## src/rtl/core/ltc_pkg.sv

```systemverilog
`default_nettype none
// -----------------------------------------------------------------------------
// Luma tone curve package
// Shared configuration type and the fixed color conversion coefficients.
// -----------------------------------------------------------------------------
package ltc_pkg;

    localparam int THRESHOLD_BITS = 8;
    localparam int SLOPE_BITS     = 12;
    localparam int COEF_BITS      = 16;

    // Configuration seen by the datapath.
    typedef struct packed {
        logic [THRESHOLD_BITS-1:0] threshold_0;
        logic [THRESHOLD_BITS-1:0] threshold_1;
        logic [THRESHOLD_BITS-1:0] threshold_2;
        logic [THRESHOLD_BITS-1:0] threshold_3;
        logic [SLOPE_BITS-1:0]     slope_1;
        logic [SLOPE_BITS-1:0]     slope_2;
        logic [SLOPE_BITS-1:0]     slope_3;
    } ltc_cfg_t;

    // Register indexes on the APB port. The last index has no register behind it.
    typedef enum logic [2:0] {
        REG_THRESHOLD_0,
        REG_THRESHOLD_1,
        REG_THRESHOLD_2,
        REG_THRESHOLD_3,
        REG_SLOPE_1,
        REG_SLOPE_2,
        REG_SLOPE_3,
        REG_UNMAPPED
    } reg_idx_t;

    // RGB to luma and chroma, signed Q2.14.
    localparam logic signed [COEF_BITS-1:0] K_YR = 16'sd4889;
    localparam logic signed [COEF_BITS-1:0] K_YG = 16'sd9626;
    localparam logic signed [COEF_BITS-1:0] K_YB = 16'sd1871;
    localparam logic signed [COEF_BITS-1:0] K_UR = -16'sd2769;
    localparam logic signed [COEF_BITS-1:0] K_UG = -16'sd5453;
    localparam logic signed [COEF_BITS-1:0] K_UB = 16'sd8223;
    localparam logic signed [COEF_BITS-1:0] K_VR = 16'sd8212;
    localparam logic signed [COEF_BITS-1:0] K_VG = -16'sd6875;
    localparam logic signed [COEF_BITS-1:0] K_VB = -16'sd1335;

    // Luma and chroma back to RGB, signed Q2.14.
    localparam logic signed [COEF_BITS-1:0] K_RV = 16'sd22938;
    localparam logic signed [COEF_BITS-1:0] K_GU = -16'sd5620;
    localparam logic signed [COEF_BITS-1:0] K_GV = -16'sd11649;
    localparam logic signed [COEF_BITS-1:0] K_BU = 16'sd28918;

endpackage
`default_nettype wire

```

## src/rtl/core/luma_tone_curve_pixel_core.sv

```systemverilog
`default_nettype none
// -----------------------------------------------------------------------------
// Luma tone curve pixel core
// Takes one RGBA pixel per clock while the pipeline has room and returns it
// with its luma reshaped by a five-segment piecewise-linear curve set through
// the APB registers. The datapath is five register stages deep: color
// conversion, segment products, curve sum, inverse chroma products and the
// final sum with saturation. Each stage has its own valid bit and fills its
// bubbles while the output stalls; in_ready falls only once all five stages
// hold pixels and the output is not taken. Alpha travels with the pixel
// unchanged.
// -----------------------------------------------------------------------------
module luma_tone_curve_pixel_core
    import ltc_pkg::*;
#(
    parameter int PIXEL_BITS = 8
)
(
    input  wire logic                  clk,
    input  wire logic                  rst_n,
    input  wire logic                  psel,
    input  wire logic                  penable,
    input  wire logic                  pwrite,
    input  wire logic [4:0]            paddr,
    input  wire logic [31:0]           pwdata,
    output logic      [31:0]           prdata,
    output logic                       pready,
    input  wire logic                  in_valid,
    output logic                       in_ready,
    input  wire logic [PIXEL_BITS-1:0] red_in,
    input  wire logic [PIXEL_BITS-1:0] green_in,
    input  wire logic [PIXEL_BITS-1:0] blue_in,
    input  wire logic [PIXEL_BITS-1:0] alpha_in,
    output logic                       out_valid,
    input  wire logic                  out_ready,
    output logic      [PIXEL_BITS-1:0] red_out,
    output logic      [PIXEL_BITS-1:0] green_out,
    output logic      [PIXEL_BITS-1:0] blue_out,
    output logic      [PIXEL_BITS-1:0] alpha_out
);

    ltc_cfg_t cfg;

    logic                          ycc_valid, ycc_ready;
    logic        [PIXEL_BITS+7:0]  y_q8;
    logic signed [PIXEL_BITS+8:0]  cb_q8, cr_q8;
    logic        [PIXEL_BITS-1:0]  ycc_alpha;

    logic                          crv_valid, crv_ready;
    logic        [PIXEL_BITS+14:0] yc_q8;
    logic signed [PIXEL_BITS+8:0]  crv_cb_q8, crv_cr_q8;
    logic        [PIXEL_BITS-1:0]  crv_alpha;

    ltc_regs u_regs (
        .clk     (clk),
        .rst_n   (rst_n),
        .psel    (psel),
        .penable (penable),
        .pwrite  (pwrite),
        .paddr   (paddr),
        .pwdata  (pwdata),
        .prdata  (prdata),
        .pready  (pready),
        .cfg     (cfg)
    );

    ltc_rgb2ycc #(
        .PIXEL_BITS (PIXEL_BITS)
    ) u_rgb2ycc (
        .clk       (clk),
        .rst_n     (rst_n),
        .in_valid  (in_valid),
        .in_ready  (in_ready),
        .red_in    (red_in),
        .green_in  (green_in),
        .blue_in   (blue_in),
        .alpha_in  (alpha_in),
        .ycc_valid (ycc_valid),
        .ycc_ready (ycc_ready),
        .y_q8      (y_q8),
        .cb_q8     (cb_q8),
        .cr_q8     (cr_q8),
        .alpha     (ycc_alpha)
    );

    ltc_curve #(
        .PIXEL_BITS (PIXEL_BITS)
    ) u_curve (
        .clk       (clk),
        .rst_n     (rst_n),
        .cfg       (cfg),
        .ycc_valid (ycc_valid),
        .ycc_ready (ycc_ready),
        .y_q8      (y_q8),
        .cb_q8     (cb_q8),
        .cr_q8     (cr_q8),
        .alpha     (ycc_alpha),
        .crv_valid (crv_valid),
        .crv_ready (crv_ready),
        .yc_q8     (yc_q8),
        .crv_cb_q8 (crv_cb_q8),
        .crv_cr_q8 (crv_cr_q8),
        .crv_alpha (crv_alpha)
    );

    ltc_ycc2rgb #(
        .PIXEL_BITS (PIXEL_BITS)
    ) u_ycc2rgb (
        .clk       (clk),
        .rst_n     (rst_n),
        .crv_valid (crv_valid),
        .crv_ready (crv_ready),
        .yc_q8     (yc_q8),
        .cb_q8     (crv_cb_q8),
        .cr_q8     (crv_cr_q8),
        .alpha     (crv_alpha),
        .out_valid (out_valid),
        .out_ready (out_ready),
        .red_out   (red_out),
        .green_out (green_out),
        .blue_out  (blue_out),
        .alpha_out (alpha_out)
    );

`ifndef ASSERT_OFF
    a_stall_only_when_full: assert property (@(posedge clk) disable iff (!rst_n)
        !in_ready |-> (out_valid && !out_ready && ycc_valid && crv_valid))
        else $error("input stalled while the pipeline still has room");
    a_curve_stall_source: assert property (@(posedge clk) disable iff (!rst_n)
        (crv_valid && !crv_ready) |-> (out_valid && !out_ready))
        else $error("curve stage stalled without an output stall");
`endif

endmodule
`default_nettype wire

```

## src/rtl/core/ltc_regs.sv

```systemverilog
`default_nettype none
// -----------------------------------------------------------------------------
// Luma tone curve configuration registers
// APB-style register file holding the four thresholds and three slopes.
// -----------------------------------------------------------------------------
module ltc_regs
    import ltc_pkg::*;
(
    input  wire logic        clk,
    input  wire logic        rst_n,
    input  wire logic        psel,
    input  wire logic        penable,
    input  wire logic        pwrite,
    input  wire logic [4:0]  paddr,
    input  wire logic [31:0] pwdata,
    output logic      [31:0] prdata,
    output logic             pready,
    output ltc_cfg_t         cfg
);

    ltc_cfg_t cfg_reg;
    reg_idx_t idx;
    logic     wr_en;

    assign idx    = reg_idx_t'(paddr[4:2]);
    assign wr_en  = psel && penable && pwrite && pready;
    assign pready = 1'b1;
    assign cfg    = cfg_reg;

    always_ff @(posedge clk or negedge rst_n)
    begin
        if (!rst_n)
        begin
            cfg_reg.threshold_0 <= 8'd51;
            cfg_reg.threshold_1 <= 8'd128;
            cfg_reg.threshold_2 <= 8'd153;
            cfg_reg.threshold_3 <= 8'd204;
            cfg_reg.slope_1     <= 12'd256;
            cfg_reg.slope_2     <= 12'd256;
            cfg_reg.slope_3     <= 12'd256;
        end
        else if (wr_en)
        begin
            unique case (idx)
                REG_THRESHOLD_0: cfg_reg.threshold_0 <= pwdata[THRESHOLD_BITS-1:0];
                REG_THRESHOLD_1: cfg_reg.threshold_1 <= pwdata[THRESHOLD_BITS-1:0];
                REG_THRESHOLD_2: cfg_reg.threshold_2 <= pwdata[THRESHOLD_BITS-1:0];
                REG_THRESHOLD_3: cfg_reg.threshold_3 <= pwdata[THRESHOLD_BITS-1:0];
                REG_SLOPE_1:     cfg_reg.slope_1     <= pwdata[SLOPE_BITS-1:0];
                REG_SLOPE_2:     cfg_reg.slope_2     <= pwdata[SLOPE_BITS-1:0];
                REG_SLOPE_3:     cfg_reg.slope_3     <= pwdata[SLOPE_BITS-1:0];
                default:         ;
            endcase
        end
    end

    always_comb
    begin
        prdata = '0;
        unique case (idx)
            REG_THRESHOLD_0: prdata = 32'(cfg_reg.threshold_0);
            REG_THRESHOLD_1: prdata = 32'(cfg_reg.threshold_1);
            REG_THRESHOLD_2: prdata = 32'(cfg_reg.threshold_2);
            REG_THRESHOLD_3: prdata = 32'(cfg_reg.threshold_3);
            REG_SLOPE_1:     prdata = 32'(cfg_reg.slope_1);
            REG_SLOPE_2:     prdata = 32'(cfg_reg.slope_2);
            REG_SLOPE_3:     prdata = 32'(cfg_reg.slope_3);
            default:         prdata = '0;
        endcase
    end

`ifndef ASSERT_OFF
    a_threshold_0_write: assert property (@(posedge clk) disable iff (!rst_n)
        (wr_en && idx == REG_THRESHOLD_0) |=> (cfg_reg.threshold_0 == $past(pwdata[7:0])))
        else $error("threshold_0 did not take the written value");
    a_slope_3_write: assert property (@(posedge clk) disable iff (!rst_n)
        (wr_en && idx == REG_SLOPE_3) |=> (cfg_reg.slope_3 == $past(pwdata[11:0])))
        else $error("slope_3 did not take the written value");
`endif

endmodule
`default_nettype wire

```

## src/rtl/core/ltc_rgb2ycc.sv

```systemverilog
`default_nettype none
// -----------------------------------------------------------------------------
// Luma tone curve color conversion, forward
// One pipeline stage converting RGB to luma and chroma with 8 fraction bits.
// -----------------------------------------------------------------------------
module ltc_rgb2ycc
    import ltc_pkg::*;
#(
    parameter int PIXEL_BITS = 8
)
(
    input  wire logic                         clk,
    input  wire logic                         rst_n,
    input  wire logic                         in_valid,
    output logic                              in_ready,
    input  wire logic [PIXEL_BITS-1:0]        red_in,
    input  wire logic [PIXEL_BITS-1:0]        green_in,
    input  wire logic [PIXEL_BITS-1:0]        blue_in,
    input  wire logic [PIXEL_BITS-1:0]        alpha_in,
    output logic                              ycc_valid,
    input  wire logic                         ycc_ready,
    output logic        [PIXEL_BITS+7:0]      y_q8,
    output logic signed [PIXEL_BITS+8:0]      cb_q8,
    output logic signed [PIXEL_BITS+8:0]      cr_q8,
    output logic        [PIXEL_BITS-1:0]      alpha
);

    localparam int SW = PIXEL_BITS + 17;
    localparam int YW = PIXEL_BITS + 8;
    localparam int CW = PIXEL_BITS + 9;
    localparam logic signed [SW-1:0] RND6 = SW'(32);

    logic signed [SW-1:0] r_s, g_s, b_s;
    logic signed [SW-1:0] y_sum, cb_sum, cr_sum;
    logic        [YW-1:0] y_next;
    logic signed [CW-1:0] cb_next, cr_next;

    logic                 valid_reg;
    logic        [YW-1:0] y_reg;
    logic signed [CW-1:0] cb_reg, cr_reg;
    logic [PIXEL_BITS-1:0] alpha_reg;

    assign r_s = SW'($signed({1'b0, red_in}));
    assign g_s = SW'($signed({1'b0, green_in}));
    assign b_s = SW'($signed({1'b0, blue_in}));

    assign y_sum  = SW'(K_YR) * r_s + SW'(K_YG) * g_s + SW'(K_YB) * b_s + RND6;
    assign cb_sum = SW'(K_UR) * r_s + SW'(K_UG) * g_s + SW'(K_UB) * b_s + RND6;
    assign cr_sum = SW'(K_VR) * r_s + SW'(K_VG) * g_s + SW'(K_VB) * b_s + RND6;

    // The arithmetic shift floors, so adding half first rounds half up.
    assign y_next  = YW'(y_sum >>> 6);
    assign cb_next = CW'(cb_sum >>> 6);
    assign cr_next = CW'(cr_sum >>> 6);

    assign in_ready = !valid_reg || ycc_ready;

    always_ff @(posedge clk or negedge rst_n)
    begin
        if (!rst_n)
        begin
            valid_reg <= 1'b0;
        end
        else if (in_ready)
        begin
            valid_reg <= in_valid;
        end
    end

    always_ff @(posedge clk)
    begin
        if (in_valid && in_ready)
        begin
            y_reg     <= y_next;
            cb_reg    <= cb_next;
            cr_reg    <= cr_next;
            alpha_reg <= alpha_in;
        end
    end

    assign ycc_valid = valid_reg;
    assign y_q8      = y_reg;
    assign cb_q8     = cb_reg;
    assign cr_q8     = cr_reg;
    assign alpha     = alpha_reg;

endmodule
`default_nettype wire

```

## src/rtl/core/ltc_curve.sv

```systemverilog
`default_nettype none
// -----------------------------------------------------------------------------
// Luma tone curve
// Two pipeline stages: segment lengths times slopes, then the rounded sum.
// -----------------------------------------------------------------------------
module ltc_curve
    import ltc_pkg::*;
#(
    parameter int PIXEL_BITS = 8
)
(
    input  wire logic                         clk,
    input  wire logic                         rst_n,
    input  wire ltc_cfg_t                     cfg,
    input  wire logic                         ycc_valid,
    output logic                              ycc_ready,
    input  wire logic        [PIXEL_BITS+7:0] y_q8,
    input  wire logic signed [PIXEL_BITS+8:0] cb_q8,
    input  wire logic signed [PIXEL_BITS+8:0] cr_q8,
    input  wire logic        [PIXEL_BITS-1:0] alpha,
    output logic                              crv_valid,
    input  wire logic                         crv_ready,
    output logic        [PIXEL_BITS+14:0]     yc_q8,
    output logic signed [PIXEL_BITS+8:0]      crv_cb_q8,
    output logic signed [PIXEL_BITS+8:0]      crv_cr_q8,
    output logic        [PIXEL_BITS-1:0]      crv_alpha
);

    localparam int YW  = PIXEL_BITS + 8;
    localparam int CW  = PIXEL_BITS + 9;
    localparam int PW  = PIXEL_BITS + 20;
    localparam int MW  = PIXEL_BITS + 22;
    localparam int YCW = PIXEL_BITS + 15;

    function automatic logic [YW-1:0] seg_len(
        input logic [YW-1:0] v,
        input logic [YW-1:0] lo,
        input logic [YW-1:0] hi
    );
        logic [YW-1:0] c;
        begin
            c = (v < lo) ? lo : ((v > hi) ? hi : v);
            // A segment whose ends are out of order adds nothing.
            return (lo > hi) ? '0 : YW'(c - lo);
        end
    endfunction

    logic [YW-1:0] t0, t1, t2, t3;
    logic [YW-1:0] l0_next, l4_next;
    logic [PW-1:0] p1_next, p2_next, p3_next;

    logic                 a_valid_reg;
    logic [YW-1:0]        l0_reg, l4_reg;
    logic [PW-1:0]        p1_reg, p2_reg, p3_reg;
    logic signed [CW-1:0] a_cb_reg, a_cr_reg;
    logic [PIXEL_BITS-1:0] a_alpha_reg;
    logic                 a_ready;

    logic [MW-1:0]        mid;
    logic [YCW-1:0]       yc_next;

    logic                 b_valid_reg;
    logic [YCW-1:0]       yc_reg;
    logic signed [CW-1:0] b_cb_reg, b_cr_reg;
    logic [PIXEL_BITS-1:0] b_alpha_reg;
    logic                 b_ready;

    assign t0 = {cfg.threshold_0, PIXEL_BITS'(0)};
    assign t1 = {cfg.threshold_1, PIXEL_BITS'(0)};
    assign t2 = {cfg.threshold_2, PIXEL_BITS'(0)};
    assign t3 = {cfg.threshold_3, PIXEL_BITS'(0)};

    assign l0_next = (y_q8 < t0) ? y_q8 : t0;
    assign l4_next = (y_q8 > t3) ? YW'(y_q8 - t3) : '0;
    assign p1_next = PW'(seg_len(y_q8, t0, t1)) * PW'(cfg.slope_1);
    assign p2_next = PW'(seg_len(y_q8, t1, t2)) * PW'(cfg.slope_2);
    assign p3_next = PW'(seg_len(y_q8, t2, t3)) * PW'(cfg.slope_3);

    assign b_ready   = !b_valid_reg || crv_ready;
    assign a_ready   = !a_valid_reg || b_ready;
    assign ycc_ready = a_ready;

    always_ff @(posedge clk or negedge rst_n)
    begin
        if (!rst_n)
        begin
            a_valid_reg <= 1'b0;
            b_valid_reg <= 1'b0;
        end
        else
        begin
            if (a_ready)
            begin
                a_valid_reg <= ycc_valid;
            end
            if (b_ready)
            begin
                b_valid_reg <= a_valid_reg;
            end
        end
    end

    always_ff @(posedge clk)
    begin
        if (ycc_valid && a_ready)
        begin
            l0_reg      <= l0_next;
            l4_reg      <= l4_next;
            p1_reg      <= p1_next;
            p2_reg      <= p2_next;
            p3_reg      <= p3_next;
            a_cb_reg    <= cb_q8;
            a_cr_reg    <= cr_q8;
            a_alpha_reg <= alpha;
        end
    end

    // The three scaled segments are rounded once, back to 8 fraction bits.
    assign mid     = MW'(p1_reg) + MW'(p2_reg) + MW'(p3_reg) + MW'(128);
    assign yc_next = YCW'(l0_reg) + YCW'(mid >> 8) + YCW'(l4_reg);

    always_ff @(posedge clk)
    begin
        if (a_valid_reg && b_ready)
        begin
            yc_reg      <= yc_next;
            b_cb_reg    <= a_cb_reg;
            b_cr_reg    <= a_cr_reg;
            b_alpha_reg <= a_alpha_reg;
        end
    end

    assign crv_valid = b_valid_reg;
    assign yc_q8     = yc_reg;
    assign crv_cb_q8 = b_cb_reg;
    assign crv_cr_q8 = b_cr_reg;
    assign crv_alpha = b_alpha_reg;

`ifndef ASSERT_OFF
    a_identity_bound: assert property (@(posedge clk) disable iff (!rst_n)
        a_valid_reg |-> (l0_reg <= t0))
        else $error("identity part of the curve exceeds threshold_0");
`endif

endmodule
`default_nettype wire

```

## src/rtl/core/ltc_ycc2rgb.sv

```systemverilog
`default_nettype none
// -----------------------------------------------------------------------------
// Luma tone curve color conversion, inverse
// Two pipeline stages: chroma products, then sum, rounding and saturation.
// -----------------------------------------------------------------------------
module ltc_ycc2rgb
    import ltc_pkg::*;
#(
    parameter int PIXEL_BITS = 8
)
(
    input  wire logic                         clk,
    input  wire logic                         rst_n,
    input  wire logic                         crv_valid,
    output logic                              crv_ready,
    input  wire logic        [PIXEL_BITS+14:0] yc_q8,
    input  wire logic signed [PIXEL_BITS+8:0] cb_q8,
    input  wire logic signed [PIXEL_BITS+8:0] cr_q8,
    input  wire logic        [PIXEL_BITS-1:0] alpha,
    output logic                              out_valid,
    input  wire logic                         out_ready,
    output logic        [PIXEL_BITS-1:0]      red_out,
    output logic        [PIXEL_BITS-1:0]      green_out,
    output logic        [PIXEL_BITS-1:0]      blue_out,
    output logic        [PIXEL_BITS-1:0]      alpha_out
);

    localparam int YCW = PIXEL_BITS + 15;
    localparam int PW  = PIXEL_BITS + 26;
    localparam int OW  = PIXEL_BITS + 32;
    localparam logic signed [OW-1:0] RND22  = OW'(1 << 21);
    localparam logic signed [OW-1:0] CH_MAX = OW'((1 << PIXEL_BITS) - 1);

    function automatic logic [PIXEL_BITS-1:0] sat_ch(input logic signed [OW-1:0] v);
        begin
            if (v < 0)
            begin
                return '0;
            end
            else if (v > CH_MAX)
            begin
                return PIXEL_BITS'(CH_MAX);
            end
            return PIXEL_BITS'(v);
        end
    endfunction

    logic                  c_valid_reg;
    logic [YCW-1:0]        yc_reg;
    logic signed [PW-1:0]  rv_reg, gu_reg, gv_reg, bu_reg;
    logic [PIXEL_BITS-1:0] c_alpha_reg;
    logic                  c_ready;

    logic signed [OW-1:0]  yq;
    logic signed [OW-1:0]  r_sum, g_sum, b_sum;

    logic                  d_valid_reg;
    logic [PIXEL_BITS-1:0] red_reg, green_reg, blue_reg, d_alpha_reg;
    logic                  d_ready;

    assign d_ready   = !d_valid_reg || out_ready;
    assign c_ready   = !c_valid_reg || d_ready;
    assign crv_ready = c_ready;

    always_ff @(posedge clk or negedge rst_n)
    begin
        if (!rst_n)
        begin
            c_valid_reg <= 1'b0;
            d_valid_reg <= 1'b0;
        end
        else
        begin
            if (c_ready)
            begin
                c_valid_reg <= crv_valid;
            end
            if (d_ready)
            begin
                d_valid_reg <= c_valid_reg;
            end
        end
    end

    always_ff @(posedge clk)
    begin
        if (crv_valid && c_ready)
        begin
            yc_reg      <= yc_q8;
            rv_reg      <= PW'(K_RV) * PW'(cr_q8);
            gu_reg      <= PW'(K_GU) * PW'(cb_q8);
            gv_reg      <= PW'(K_GV) * PW'(cr_q8);
            bu_reg      <= PW'(K_BU) * PW'(cb_q8);
            c_alpha_reg <= alpha;
        end
    end

    // Luma moves from 8 to 22 fraction bits to line up with the products.
    assign yq    = OW'($signed({1'b0, yc_reg})) <<< 14;
    assign r_sum = yq + OW'(rv_reg) + RND22;
    assign g_sum = yq + OW'(gu_reg) + OW'(gv_reg) + RND22;
    assign b_sum = yq + OW'(bu_reg) + RND22;

    always_ff @(posedge clk)
    begin
        if (c_valid_reg && d_ready)
        begin
            red_reg     <= sat_ch(r_sum >>> 22);
            green_reg   <= sat_ch(g_sum >>> 22);
            blue_reg    <= sat_ch(b_sum >>> 22);
            d_alpha_reg <= c_alpha_reg;
        end
    end

    assign out_valid = d_valid_reg;
    assign red_out   = red_reg;
    assign green_out = green_reg;
    assign blue_out  = blue_reg;
    assign alpha_out = d_alpha_reg;

endmodule
`default_nettype wire
```

## config.mk

```make
export PLATFORM = sky130hd
export DESIGN_NAME = luma_tone_curve_pixel_core
export DESIGN_NICKNAME = d
export VERILOG_FILES = /design/src/rtl/core/ltc_pkg.sv /design/src/rtl/core/luma_tone_curve_pixel_core.sv /design/src/rtl/core/ltc_regs.sv /design/src/rtl/core/ltc_rgb2ycc.sv /design/src/rtl/core/ltc_curve.sv /design/src/rtl/core/ltc_ycc2rgb.sv
export SDC_FILE = /design/constraint.sdc
export NUM_CORES = 2
export LEC_CHECK = 0
export BUFFER_PORTS_ARGS = -buffer_cell sky130_fd_sc_hd__buf_4
export CAP_MARGIN = 0
export CORE_ASPECT_RATIO = 0.9
export CORE_MARGIN = 5
export CORE_UTILIZATION = 45
export DETAILED_ROUTE_END_ITERATION = 10
export PLACE_DENSITY = 0.74
export SYNTH_ARGS = -nofsm -noshare
export SYNTH_HDL_FRONTEND = slang
export SYNTH_SLANG_ARGS = --single-unit
```

## constraint.sdc

```tcl
create_clock -name clk -period 8.9 [get_ports clk]
set_input_delay 0.445 -clock clk [delete_from_list [all_inputs] [get_ports clk]]
set_output_delay 0.445 -clock clk [all_outputs]
set_load 0.1 [all_outputs]
```

; ---- Yosys cells after proc, flatten, opt, wreduce, memory -nomap -nowiden
; Index checks and enable logic that the tools add are counted.
[word_totals]
in_bits = 76
register_bits = 542
[op_classes]
n_eq_ne = 6
magnitude_cmp = 15
n_addsub = 25
muxes = 29
n_reduce_logical = 25
mul = 16
[op_table]
columns = operator, n
row1 = 16-bit two-way mux, 10
row2 = 16-bit > comparator, 6
row3 = "15-bit by 17-bit multiplier with 32-bit output, first input constant", 3
row4 = 23-bit adder, 4
row5 = 16-bit by 12-bit multiplier with 28-bit output, 3
row6 = 12-bit one-hot mux with 7 select lines, 1
row7 = "39-bit by 23-bit adder with 40-bit output, second input constant", 2
row8 = 38-bit by 33-bit adder with 39-bit output, 2
row9 = 8-bit two-way mux, 9
row10 = 16-bit subtractor, 4
row11 = "18-bit by 9-bit > comparator with 1-bit output, second input constant", 3
row12 = "18-bit by 1-bit less-than comparator with 1-bit output, second input constant", 3
row13 = 16-bit less-than comparator, 3
row14 = "23-bit by 7-bit adder with 23-bit output, second input constant", 2
row15 = "14-bit by 9-bit multiplier with 23-bit output, first input constant", 2
row16 = 22-bit adder, 2
row17 = "13-bit by 8-bit multiplier with 21-bit output, first input constant", 2
row18 = 39-bit by 32-bit adder with 40-bit output, 1
row19 = "40-bit by 23-bit adder with 40-bit output, second input constant", 1
row20 = 38-bit by 31-bit adder with 39-bit output, 1
row21 = 30-bit by 28-bit adder with 30-bit output, 1
row22 = "30-bit by 8-bit adder with 30-bit output, second input constant", 1
row23 = 28-bit by 28-bit adder with 29-bit output, 1
row24 = "12-bit by 17-bit multiplier with 29-bit output, first input constant", 1
row25 = other kinds (17), 48

; ---- Logic depth before layout (Yosys ltp)
[depth]
depth_word = 8
depth_mapped = 43
ltp_nobuf = 41

; ---- Modules after synthesis
; Synthesis repeated with hierarchy kept, for this count alone.
[hier_totals]
cells_unflattened = 8180
area_unflattened_um2 = 83142.2
[by_module_without_submodules]
columns = mod, instances, area_per_inst_um2, cells_each, seq_area_each_um2
row1 = ltc_curve, 1, 31828.0, 3250, 6746.5
row2 = ltc_ycc2rgb, 1, 29041.6, 2869, 4854.7
row3 = ltc_rgb2ycc, 1, 18779.3, 1794, 1766.7
row4 = ltc_regs, 1, 3493.4, 267, 1721.7

; ---- Worst setup path before layout
; OpenSTA, ideal clock, no wires.
[synth_path]
kind = reg-to-reg
startpoint = reg u_regs.cfg_reg, in the netlist u_regs.cfg[61]
endpoint = reg u_curve.p1_reg[26] (data pin)
stages_incl_launch_ff = 43
required_time_ns = 8.642
setup_ns = 0.258
n_path_buf = 3
period_less_slack_ns = 8.972
arrival_time_ns = 8.714
setup_slack_ns = -0.072
path_cell_list = dfstp_2 > inv_1 > ha_1 > a21o_1 > a21o_1 > a21o_1 > a21o_1 > a21o_1 > a21o_1 > a21oi_1 > buf_2 > buf_2 > nor2_1 > a21o_1 > ha_1 > nor2b_1 > o21ai_0 > nand2b_1 > [... 7 more ...] > fa_1 > inv_1 > fa_1 > fa_1 > inv_1 > fa_1 > inv_1 > ha_1 > o21a_1 > o21a_1 > o21a_1 > or2_2 > a31o_2 > o2111ai_1 > a31oi_1 > a21o_1 > a21oi_1 > xnor2_1
[synth_between]
elab_chain_cells = 5
elab_cells_between_ends = 6
cone_classes = 1 x add/sub / 1 x mul / 2 x order compare / 2 x mux
[synth_lines]
columns = item, line
row1 = "start, declared", ltc_regs.sv:21  ; ltc_cfg_t cfg_reg;
row2 = 16-bit less-than comparator, ltc_curve.sv:42  ; c = (v < lo) ? lo : ((v > hi) ? hi : v);
row3 = 16-bit two-way mux, ltc_curve.sv:42
row4 = 16-bit subtractor, ltc_curve.sv:44  ; return (lo > hi) ? '0 : YW'(c - lo);
row5 = 16-bit two-way mux (*), ltc_curve.sv:44
row6 = 16-bit by 12-bit multiplier with 28-bit output (*), ltc_curve.sv:75  ; assign p1_next = PW'(seg_len(y_q8, t0, t1)) * PW'(cfg.slope_1);
row7 = net u_curve.p1_next[26], ltc_curve.sv:50  ; logic [PW-1:0] p1_next, p2_next, p3_next;
row8 = "end signal, assigned", ltc_curve.sv:109  ; p1_reg <= p1_next;
row9 = "end, declared", ltc_curve.sv:54  ; logic [PW-1:0] p1_reg, p2_reg, p3_reg;
; Mark *: on every way through the listed nets, which the timed path passes. The rest lies on a longest branch.
; A chain may end at the register's enable or synchronous reset.

; ---- Worst setup path in the final report
[layout_path]
startpoint = reg u_rgb2ycc.y_reg[9] (netlist: u_rgb2ycc.y_q8[9])
endpoint = reg u_curve.p1_reg[26] (data pin)
[layout_between]
elab_chain_cells = 6
elab_cells_between_ends = 7
cone_classes = 1 x add/sub / 1 x mul / 2 x order compare / 3 x mux
[layout_lines]
columns = item, line
row1 = "start, declared", ltc_rgb2ycc.sv:39  ; logic [YW-1:0] y_reg;
row2 = "start signal, assigned", ltc_rgb2ycc.sv:74  ; y_reg <= y_next;
row3 = 16-bit > comparator, ltc_curve.sv:42
row4 = 16-bit two-way mux, ltc_curve.sv:42
row5 = 16-bit two-way mux (*), ltc_curve.sv:42
row6 = 16-bit subtractor (*), ltc_curve.sv:44
row7 = 16-bit two-way mux (*), ltc_curve.sv:44
row8 = 16-bit by 12-bit multiplier with 28-bit output (*), ltc_curve.sv:75
row9 = net u_curve.p1_next[26], ltc_curve.sv:50
; Marks and branches as above.

==> impl_metrics.tcl <==
set metrics [dict create \
    maxSlewViolCount 0 \
    start_util_pct 45.26 \
    place_inst 10869 \
    num_io_pins 143 \
    synth_area_per_cell_um2 10.03 \
    grt_pass1_vias 61529 \
    fin_crit_ps 8558 \
    cp_num_cells 40 \
    syn-cell-area_um2 82950 \
    fin_cells 11011 \
    core-area_um2 183300 \
    cts.sinks 514 \
    cts_buffer_depth 3 \
    clockRootBuffer "clkbuf_16" \
    grt_max_degree 81 \
    crit_family "adder cells" \
    synth_ff_type "edfxtp_1" \
    grt-ovfl-total 0 \
    drt_iter0_markers 3884 \
    antenna_found_initial 11 \
    htree_levels 2 \
    tns_ps 0 \
    max_freq_mhz 116.8 \
    worst_pin_slew_ps 1174 \
    path_class "reg2reg" \
    rows 149 \
    clk_latency_ps 690 \
    critPathArrivalTime_ps 8980 \
    postLayoutCoreUtil_pct 49.48 \
    firstDrtPassIters 6 \
    slowest_stage "fa_1" \
    timing.final.crit_share_pct 96.16 \
    syn_to_final_growth_pct 9.311 \
    wl_per_cell_um 18.67 \
    cp-start-kind "flip-flop" \
    max-slew-margin-rel_pct 21.75 \
    min_delay_path_depth 2 \
    path_max_fanout 3 \
    crit_required_ps 9330 \
    timing.max_cap.violations 0 \
    clk_pin_slew_ps 60 \
    setup_viol 0 \
    grt.total_usage_pct 21.33 \
    hp-class "in2reg" \
    die_y_um 417.3 \
    dp_hpwl_um 173100 \
    synth.distinct_cells 97 \
    seq_area_frac_synth_pct 18.19 \
    vias_per_cell 5.310 \
    ant_nets 0 \
    worst_path_largest_cell_delay_ps 540 \
    ff2ff_path_depth 40 \
    dr_total_vias 58471 \
    netlist_instances 8268 \
    yosysWarnings 0 \
    drive_above_1_share_pct 8.077 \
    dieArea_um2 193000 \
    status "completed" \
    synth_edf_count 441 \
    io_buffers 99 \
    cp_num_buf_inv 5 \
    route.detailed.drc 0 \
    drt_wl_total_um 205600 \
    cts_tree "built" \
    ys_seq_elements 514 \
    skew_ps 51.23 \
    final_hold_viol_count 0 \
    grt_pass1_wl_um 330800 \
    cp_common_cell "o21a_1" \
    cts_buffers 60 \
    final_nets 11189 \
    synth_async_sr_flop_share_pct 14.20 \
    largest_register_ffs 68 \
    end_kind "flip-flop" \
    die_width_um 462.6 \
    place_congestion 0.9453 \
]
==> final cells by class <==
cell class	count	area [um2]
clock inverters	46	546.8
flip-flops and latches	514	15090
clock buffers	68	1623
well taps	2416	3023
inverters	1836	6892
fillers	16231	92590
repair buffers	365	2830
multi-input cells	5763	60660
diodes	3	7.507
==> per-stage QoR <==
step / hold slack, ps / cell area [um2] / setup slack [ps]
2_1_floorplan: 149.4 / 83030 / 6.179
3_3_place_gp: 295.9 / 87980 / -32.03
3_5_place_dp: 297.5 / 87980 / -130.7
4_1_cts: 6.697 / 90290 / 14.68
5_1_grt: 16.62 / 90670 / -61.80
6_report: 51.02 / 90670 / 341.8
==> synthesized netlist by cell type (22+ instances only) <==
cell	instances	area, um2
inv_1	1836	6892
ha_1	1454	18190
fa_1	1119	22400
nand2_1	572	2147
edfxtp_1	441	13240
xnor2_1	309	2706
a21oi_1	300	1501
nor2_1	266	998.5
and2_1	212	1326
o21ai_0	196	980.9
xor2_1	128	1121
clkbuf_1	118	442.9
a21o_1	117	878.3
nor3_1	104	520.5
and3_1	97	606.8
o21a_1	81	608.1
nand3_1	77	385.4
mux2_2	59	664.4
dfrtp_1	57	1426
nor2b_1	54	337.8
nand2b_1	51	319.1
o21bai_1	40	300.3
mux2i_1	38	380.4
a211oi_1	36	270.3
a31oi_1	34	212.7
nand4_1	34	212.7
or2_2	30	187.7
or3_1	29	181.4
buf_4	22	165.2
o211ai_1	22	165.2
==> path summary, 6_finish.rpt <==
check	startpoint	endpoint	slack [ps]
max	u_rgb2ycc.y_q8[9]	u_curve.p1_reg[26]	340
min in group asynchronous	rst_n	u_ycc2rgb.c_valid_reg	150
max reg2reg	u_rgb2ycc.y_q8[9]	u_curve.p1_reg[26]	340
min reg2reg	u_ycc2rgb.c_alpha_reg[4]	u_ycc2rgb.alpha_out[4]	410
min	in_valid	u_rgb2ycc.ycc_valid	50
max in group asynchronous	rst_n	u_regs.cfg[41]	7530
==> what timing repair did <==
item / in CTS / in global routing
setup endpoints to repair: 3 / 25
setup buffers: 0 / 11
hold endpoints to repair: 24 / 0
hold buffers: 13 / 0
resized for setup: 4 / 72
pin swaps: 0 / 42
cloned: 0 / 1
==> per-layer routing <==
metal / vias up / track usage (%) / part of all wire (%) / routed length, um
li1: 27369 / - / - / -
met3: 311 / 3.148 / 6.5 / 13360
met5: - / 0 / 0.0088 / 18
met1: 29178 / 29.71 / 45 / 92610
met4: 4 / 5.728 / 3.0 / 6208
met2: 1609 / 34.97 / 45 / 93430
==> worst register-to-register path: cells and delay by family, from the launching register on <==
family	cells	cell delay, ps
and+or+nand+nor	8	1310
DFF	1	420
adders and majority gates	9	3520
xor gates and xnor gates	2	240
AOI/OAI and AO/OA	16	2290
buffers and inverters	5	490
==> placed cells by master (no fill, tap or decap), drive strengths merged, types with 22 or more instances in the layout <==
cell | synthesis | layout
nand4 | 34 | 34
nor2 | 266 | 266
a21oi | 304 | 304
buf | 56 | 352
nand2 | 572 | 572
mux2i | 38 | 38
or3 | 30 | 30
nand3 | 77 | 77
a211oi | 37 | 37
nor2b | 54 | 54
a21o | 117 | 117
fa | 1119 | 1119
o21bai | 40 | 40
a31oi | 35 | 35
or2 | 31 | 31
and2 | 213 | 213
nand2b | 51 | 51
o211ai | 22 | 22
ha | 1454 | 1454
xor2 | 128 | 128
inv | 1836 | 1852
mux2 | 59 | 59
xnor2 | 309 | 309
dfrtp | 57 | 57
and3 | 97 | 97
o21a | 81 | 81
o21ai | 216 | 216
edfxtp | 441 | 441
nor3 | 104 | 104
clkbuf | 118 | 68
==> cell families after synthesis <==
kind of cell / Yosys count / share of synthesized area [%]
adders and majority gates: 2573 / 48.94
buffers and inverters: 2010 / 9.218
and+or+nand+nor: 1582 / 9.275
AOI/OAI and AO/OA: 1049 / 8.385
DFF: 514 / 18.19
xor gates and xnor gates: 437 / 4.614
muxes: 101 / 1.368
other: 2 / 0.009054
Power is left out: the tool's default activity adds up to more than one toggle a clock period on the data nets, which glitch-free logic cannot reach.
